File: src/rtl/kmhq_pkg.sv
// Package for the k-ary max-heap queue: widths, request and status codes,
// controller states, datapath commands and the status word.
// Depends on nothing; the controller, datapath, top level and bench use it.
`default_nettype none
package kmhq_pkg;
	localparam int CAPACITY  = 1024;
	localparam int MAX_ARITY = 8;
	localparam int KEY_W     = 32;
	localparam int ADDR_W    = 10;
	localparam int CNT_W     = 11;
	localparam int ARITY_W   = 4;
	localparam int CH_W      = 14;
	localparam int RECIP_W   = 16;

	localparam logic [2:0] REQ_INSERT  = 3'd0;
	localparam logic [2:0] REQ_EXTRACT = 3'd1;
	localparam logic [2:0] REQ_CHANGE  = 3'd2;
	localparam logic [2:0] REQ_APPEND  = 3'd3;
	localparam logic [2:0] REQ_BUILD   = 3'd4;

	localparam logic [1:0] ST_OK    = 2'd0;
	localparam logic [1:0] ST_EMPTY = 2'd1;
	localparam logic [1:0] ST_FULL  = 2'd2;
	localparam logic [1:0] ST_BADIX = 2'd3;

	typedef enum logic [3:0] {
		S_IDLE, S_DISP, S_EX_B, S_EX_C, S_CH_B, S_UP_RD, S_UP_CMP,
		S_DN_RD, S_DN_CMP, S_BLD_NEXT, S_BLD_LD, S_DONE
	} state_t;

	typedef enum logic [3:0] {
		OP_NONE, OP_START, OP_DISP, OP_EX_B, OP_EX_C, OP_UP_RD, OP_UP_CMP,
		OP_DN_RD, OP_DN_CMP, OP_BLD_NEXT, OP_BLD_LD, OP_DONE
	} op_t;

	typedef struct packed {
		logic [2:0] req;
		logic       full;
		logic       empty;
		logic       idx_bad;
		logic       pos_zero;
		logic       up_swap;
		logic       ch_ok;
		logic       dn_move;
		logic       key_gt;
		logic       key_lt;
		logic       bld;
		logic       bi_zero;
		logic       out_busy;
	} sts_t;

	// Reciprocal of the arity scaled by 2**16 and rounded up; exact for
	// quotients of 10-bit values.
	function automatic logic [RECIP_W-1:0] recip(input logic [ARITY_W-1:0] k);
		logic [RECIP_W-1:0] r;
		case (k)
			4'd3:    r = 16'd21846;
			4'd4:    r = 16'd16384;
			4'd5:    r = 16'd13108;
			4'd6:    r = 16'd10923;
			4'd7:    r = 16'd9363;
			4'd8:    r = 16'd8192;
			default: r = 16'd32768;
		endcase
		return r;
	endfunction
endpackage
`default_nettype wire

File: src/rtl/kmhq_ctrl.sv
// Controller state machine of the heap queue: sequences the datapath.
// Depends on kmhq_pkg.
`default_nettype none
module kmhq_ctrl (
	input  wire logic           clk,
	input  wire logic           arst_n,
	input  wire logic           req_valid,
	input  wire kmhq_pkg::sts_t sts,
	output logic                req_stall,
	output kmhq_pkg::op_t       op
);
	kmhq_pkg::state_t state_q, state_d;

	always_ff @(posedge clk or negedge arst_n) begin
		if (!arst_n) begin
			state_q <= kmhq_pkg::S_IDLE;
		end else begin
			state_q <= state_d;
		end
	end

	always_comb begin
		state_d = state_q;
		case (state_q)
			kmhq_pkg::S_IDLE: begin
				if (req_valid) state_d = kmhq_pkg::S_DISP;
			end
			kmhq_pkg::S_DISP: begin
				case (sts.req)
					kmhq_pkg::REQ_INSERT:
						state_d = sts.full ? kmhq_pkg::S_DONE : kmhq_pkg::S_UP_RD;
					kmhq_pkg::REQ_EXTRACT:
						state_d = sts.empty ? kmhq_pkg::S_DONE : kmhq_pkg::S_EX_B;
					kmhq_pkg::REQ_CHANGE:
						state_d = sts.idx_bad ? kmhq_pkg::S_DONE : kmhq_pkg::S_CH_B;
					kmhq_pkg::REQ_BUILD:
						state_d = sts.empty ? kmhq_pkg::S_DONE : kmhq_pkg::S_BLD_NEXT;
					default: state_d = kmhq_pkg::S_DONE;
				endcase
			end
			kmhq_pkg::S_EX_B: state_d = kmhq_pkg::S_EX_C;
			kmhq_pkg::S_EX_C:
				state_d = sts.empty ? kmhq_pkg::S_DONE : kmhq_pkg::S_DN_RD;
			kmhq_pkg::S_CH_B: begin
				if (sts.key_gt) state_d = kmhq_pkg::S_UP_RD;
				else if (sts.key_lt) state_d = kmhq_pkg::S_DN_RD;
				else state_d = kmhq_pkg::S_DONE;
			end
			kmhq_pkg::S_UP_RD:
				state_d = sts.pos_zero ? kmhq_pkg::S_DONE : kmhq_pkg::S_UP_CMP;
			kmhq_pkg::S_UP_CMP:
				state_d = sts.up_swap ? kmhq_pkg::S_UP_RD : kmhq_pkg::S_DONE;
			kmhq_pkg::S_DN_RD: begin
				if (sts.ch_ok) state_d = kmhq_pkg::S_DN_CMP;
				else if (sts.dn_move) state_d = kmhq_pkg::S_DN_RD;
				else if (sts.bld) state_d = kmhq_pkg::S_BLD_NEXT;
				else state_d = kmhq_pkg::S_DONE;
			end
			kmhq_pkg::S_DN_CMP: state_d = kmhq_pkg::S_DN_RD;
			kmhq_pkg::S_BLD_NEXT:
				state_d = sts.bi_zero ? kmhq_pkg::S_DONE : kmhq_pkg::S_BLD_LD;
			kmhq_pkg::S_BLD_LD: state_d = kmhq_pkg::S_DN_RD;
			kmhq_pkg::S_DONE: begin
				if (!sts.out_busy) state_d = kmhq_pkg::S_IDLE;
			end
			default: state_d = kmhq_pkg::S_IDLE;
		endcase
	end

	always_comb begin
		req_stall = 1'b1;
		op = kmhq_pkg::OP_NONE;
		case (state_q)
			kmhq_pkg::S_IDLE: begin
				req_stall = 1'b0;
				if (req_valid) op = kmhq_pkg::OP_START;
			end
			kmhq_pkg::S_DISP:     op = kmhq_pkg::OP_DISP;
			kmhq_pkg::S_EX_B:     op = kmhq_pkg::OP_EX_B;
			kmhq_pkg::S_EX_C:     op = kmhq_pkg::OP_EX_C;
			kmhq_pkg::S_CH_B:     op = kmhq_pkg::OP_NONE;
			kmhq_pkg::S_UP_RD:    op = kmhq_pkg::OP_UP_RD;
			kmhq_pkg::S_UP_CMP:   op = kmhq_pkg::OP_UP_CMP;
			kmhq_pkg::S_DN_RD:    op = kmhq_pkg::OP_DN_RD;
			kmhq_pkg::S_DN_CMP:   op = kmhq_pkg::OP_DN_CMP;
			kmhq_pkg::S_BLD_NEXT: op = kmhq_pkg::OP_BLD_NEXT;
			kmhq_pkg::S_BLD_LD:   op = kmhq_pkg::OP_BLD_LD;
			kmhq_pkg::S_DONE: begin
				if (!sts.out_busy) op = kmhq_pkg::OP_DONE;
			end
			default: op = kmhq_pkg::OP_NONE;
		endcase
	end
endmodule
`default_nettype wire

File: config.mk
export PLATFORM = sky130hd
export DESIGN_NAME = kmhq_ctrl
export DESIGN_NICKNAME = d
export VERILOG_FILES = /design/src/rtl/kmhq_pkg.sv /design/src/rtl/kmhq_ctrl.sv
export SDC_FILE = /design/constraint.sdc
export NUM_CORES = 1
export LEC_CHECK = 0
export ABC_CLOCK_PERIOD_IN_PS = 1160
export BUFFER_PORTS_ARGS = -buffer_cell sky130_fd_sc_hd__buf_2
export CORE_UTILIZATION = 45
export CTS_BUF_LIST = sky130_fd_sc_hd__clkbuf_4
export CTS_CLUSTER_DIAMETER = 100
export DETAILED_ROUTE_END_ITERATION = 10
export PLACE_DENSITY_LB_ADDON = 0.05
export SLEW_MARGIN = 40
export SYNTH_ARGS = -nofsm -noshare
export SYNTH_HDL_FRONTEND = slang
export SYNTH_SLANG_ARGS = --single-unit
File: constraint.sdc
create_clock -name clk -period 1.16 [get_ports clk]
set_input_delay 0.174 -clock clk [delete_from_list [all_inputs] [get_ports clk]]
set_output_delay 0.174 -clock clk [all_outputs]
set_load 0.02 [all_outputs]
Word-level counts from Yosys, hierarchy flattened
Cells that the tools add are included.
{"block": "word_totals", "latchBits": 0, "ff_bits": 4, "word_cells": 42, "n_memories": 0, "out_inout_bits": 5, "in_bits": 18, "mem_bits_rw": 0, "mem_bits_ro": 0}
{"block": "op_classes", "n_addsub": 0, "n_bitwise": 0, "n_eq_ne": 16, "n_reduce_logical": 4, "div": 0, "magnitude_cmp": 0, "n_shift": 0, "mul": 0, "muxes": 21}
{"cell": "case mux 4 bit (11 select lines)", "count": 2}
{"cell": "2-to-1 mux 4 bit", "count": 13}
{"cell": "== test 4 x 3 -> 1 bit, second input constant", "count": 4}
{"cell": "== test 4 bit, second input constant", "count": 4}
{"cell": "case mux 4 bit (4 select lines)", "count": 1}
{"cell": "== test 4 x 2 -> 1 bit, second input constant", "count": 2}
{"cell": "== test 4 x 1 -> 1 bit, second input constant", "count": 1}
{"cell": "zero test 4 bit", "count": 1}
{"cell": "2-to-1 mux 2 bit", "count": 2}
{"cell": "inequality test 2 bit, second input constant", "count": 2}
{"cell": "== test 3 x 1 -> 1 bit, second input constant", "count": 1}
{"cell": "== test 3 x 2 -> 1 bit, second input constant", "count": 1}
{"cell": "== test 3 bit, second input constant", "count": 1}
{"cell": "zero test 3 bit", "count": 1}
{"cell": "2-to-1 mux 1 bit", "count": 3}
{"cell": "AND reduction 2 bit", "count": 1}
{"cell": "OR reduction 2 bit", "count": 1}

Longest topological paths before layout
{"block": "logic_depth", "ltp_word": 4, "mapped_depth": 5, "depth_no_buf": 4}

Worst setup path after synthesis
Ideal clock, no wire load.
{"block": "synth_timing", "path_type": "register to output", "startpoint": "register state_q[1]", "endpoint": "output port op[1]", "required_time_ps": 986, "path_stages_with_launch": 6, "n_path_buf": 1, "t_arrival_ps": 1269, "slack_ps": -283, "cell_sequence": "dfrtp_1 > buf_6 > nand2b_1 > nor2_1 > a21oi_1 > o21ai_0"}
{"block": "synth_between", "elab_chain_cells": 2, "word_cells_on_any_way": 12, "classes_between": "eq/ne (10); mux (1); reduce/logical (1)"}
{"item": "start: declaration", "line": "kmhq_ctrl.sv:12", "text": "kmhq_pkg::state_t state_q, state_d;"}
{"item": "start signal: assignment", "line": "kmhq_ctrl.sv:16", "text": "state_q <= kmhq_pkg::S_IDLE;"}
{"item": "start signal: assignment", "line": "kmhq_ctrl.sv:18", "text": "state_q <= state_d;"}
{"item": "== test 4 bit, or another cell as far along", "line": "kmhq_ctrl.sv:73", "text": "case (state_q)"}
{"item": "case mux 4 bit (11 select lines) *", "line": "kmhq_ctrl.sv:73"}
{"item": "end: declaration", "line": "kmhq_ctrl.sv:10", "text": "output kmhq_pkg::op_t op"}
Mark *: on every way between the ends. The rest lies on a longest branch, timed or not.

Final worst setup path
{"block": "layout_timing", "startpoint": "register state_q[0]", "endpoint": "output port op[0]"}
Same word-level chain as after synthesis.

==> results.md <==
- Post-DR wirelength/cell: about 21 um
- CTS max path bufs: 2
- Most common cell in the synthesized netlist: a21oi_1
- CTS Root Cell: clkbuf_4
- VDD IR max: 0.00178 V
- Top post-synthesis cells by area: dfrtp_1 17%, a21oi_1 11%, nand2b_1 7.3%
- Fraction of layout cells with a size suffix above 1: ~54%
- Vias: 946
- Pre-Repair DR Iteration Count: 5
- GR Overflow Total: 0
- Required time worst endpoint: 0.99 ns
- NumNets Final: approximately 150
- Setup Skew: 0.0116 ns
- Post-detail-place hpwl: 1480 um
- First-pass GRT wire length: between 3000 and 4000 um
- Vias per std cell: between 6 and 7
- Post-Syn Nets: 104
- WS Path Type: flop to output pin
- Largest Register: state_q
- Wire length on met2: 1410 um
- Starting Density: 51.3%
- DRT iter0 DRCs: 147
- Outcome: finished with violations
- Vias in the first global route: 816
- Drt total wl: 2980 um
- Clk sinks: 4
- Clock transition at the registers of the reported paths: roughly 0.050 ns
- Fin. Hold Viols: 0
- Crit share post-route: 141%
- Final antenna-violating net count: 0
- CP max FO: 10
- Die area: 1480 um^2
- Highest Signal Layer: met4
- H-tree depth: 1
- Failing checks: setup timing
- Fillers: 42
- Inst Count DP: roughly 130
- Fin. max-slew vios: 0
- Antenna diode count: 0
- Cells after Synth: 86
- M1 WL: roughly 1100 um
- # DRC: 0
- LEAKAGE: 0.476 nW
- Chip Width: roughly 39 um
- Final setup fails: 9
- CTS buffer count: 3
- Area growth syn-to-layout: 82.3%
- Largest area contributor in the netlist: dfrtp_1
- Largest net degree at the start of global routing: 12
- Mapped Area: ~600 um^2
- Finished Layout Cells: 143
- Top cell type's share of synthesized area: between 10% and 20%
- Unrepaired setup endpoints after global routing: yes
- Syn Area/Cell: 6.98 um^2
- Nature of the critical path startpoint: flop
- Post-synthesis sequential area ratio: 16.7%
- Gr usage total: 37.3%
- Die Span Y: between 30 and 40 um
- Yosys warns: 0
- Rows: 12
- Post-synth top cells: 13 x a21oi_1, 8 x nor2_1, 8 x o21ai_0, 7 x nand2b_1, 5 x buf_2
- Hold Path Class: input pin to async pin
- Final critical-path setup slack: -0.480 ns
- MaxCap Viol Count: 0
- Share of flip-flops with an asynchronous set or reset: 100%
- WL met3: 355 um
- WHS: between 0.2 and 0.3 ns
- Core area: 1170 um^2
- Crit end category: output pin
- Slew HR: 70.6%
- Netlist cell types: 32
- Fmax: 0.610 GHz
- Cell area after layout: between 1000 and 1500 um^2
- Worst Reg2Reg Path Length in Cells: 5
- Ports: 23
- Port bufs: 22
- Slew at the pin with the worst max-slew slack: 0.436 ns
- Placed Area: 878 um^2
- Yosys reg bits: 4
- GPL Wtd Cong: 0.948
- EDFF count, synth: 0
- Post-synth top flop: dfrtp_1
- FF-to-FF End: state_q[0]
- Largest regs: state_q x4
- Power Density: approximately 3100 nW/um^2
- TritonCTS clock tree: done
- Reg-to-reg startpoint: state_q[1]
- Initial antenna violation count: 0
- Max FFs per register: 4
- Worst EP arrival: 1.47 ns
- Min Tclk post-route: 1.64 ns
- Worst reg-to-reg setup slack: -0.41 ns
- Clk_lat worst skew: 0.26 ns
-- power by group --
group | total (W) | switching (W) | internal [W] | leakage [nW]
combinational | 0.00290 | 0.00147 | 0.00142 | 0.416
clock | 0.000201 | 0.0000838 | 0.000118 | 0.0138
sequential | 0.000318 | 0.000101 | 0.000217 | 0.0467
-- final cells by class --
cell class                 instances  area [um^2]  area share, %
multi-input combinational         72          547           49.9
timing repair buffer              47          395           36.1
sequential                         4          101           9.26
clock buffer                       3         22.5           2.06
tap                               14         17.5           1.60
inverter                           3         11.3           1.03
-- cells in the final DEF, fill, tap and decap left out, types with 2 or more instances in the layout --
cell and n:
buf_2 17, nor2_1 4, o21ai_2 2, inv_1 3
buf_12 3, nor3_1 2, dfrtp_1 3, nand3b_1 2
nor2_4 2, nor3b_1 2, a31oi_1 2, a21oi_2 2
clkbuf_4 3, a21oi_4 2, buf_4 14, a21oi_1 9
o21ai_0 6, buf_6 12, nand2b_1 6, nand2_1 3
nor2_2 2, mux2i_1 2
-- worst max-delay path by stage --
stage / startpoint / endpoint / slack [ns] / cells after the start
floorplan: state_q[0] / op[0] / -0.09 / 5
global placement: state_q[1] / state_q[0] / -0.26 / 5
detailed placement: state_q[1] / state_q[0] / -0.22 / 5
CTS: state_q[3] / op[0] / -0.36 / 5
global route: state_q[1] / op[0] / -0.62 / 5
finish: state_q[0] / op[0] / -0.48 / 5
-- cell families after synthesis --
| family | Yosys count | share of synthesized area (%) |
|---|---|---|
| compound gates | 34 | 33.3 |
| flops | 4 | 16.7 |
| simple gates | 35 | 35.0 |
| mux | 3 | 5.21 |
| buf+inv | 10 | 9.79 |
-- per-layer routing --
layer / vias up / GRT usage, %
li1: 410 / -
met1: 416 / 41.4
met2: 96 / 63.7
met3: 24 / 7.56
met4: 0 / 23.3
met5: - / 0
-- worst max-delay path, cell delays in order (launching register included) --
cell and delay, ns:
dfrtp_1 0.43, buf_6 0.19, nor3_4 0.05, a31oi_1 0.26, o22ai_2 0.14, buf_6 0.14
-- stage by stage --
step | power [W] | setup slack, ns | utilization, % | TNS [ns]
floorplan | 0.00152 | -0.0863 | - | -0.226
global placement | 0.00224 | -0.257 | 75.0 | -1.27
detailed placement | 0.00225 | -0.225 | 75.0 | -1.20
CTS | 0.00283 | -0.363 | 85.8 | -2.31
global route | 0.00354 | -0.619 | 93.5 | -3.53
finish | 0.00342 | -0.480 | 93.5 | -3.21
-- repair_timing --
item,4_1_cts,5_1_grt
hold buffers,1,0
endpoints found under the setup margin,9,9
pin swaps,4,7
endpoints found under the hold margin,4,0
resized for setup,20,16
setup buffers,3,3
Power figures use the tool's default switching activity.
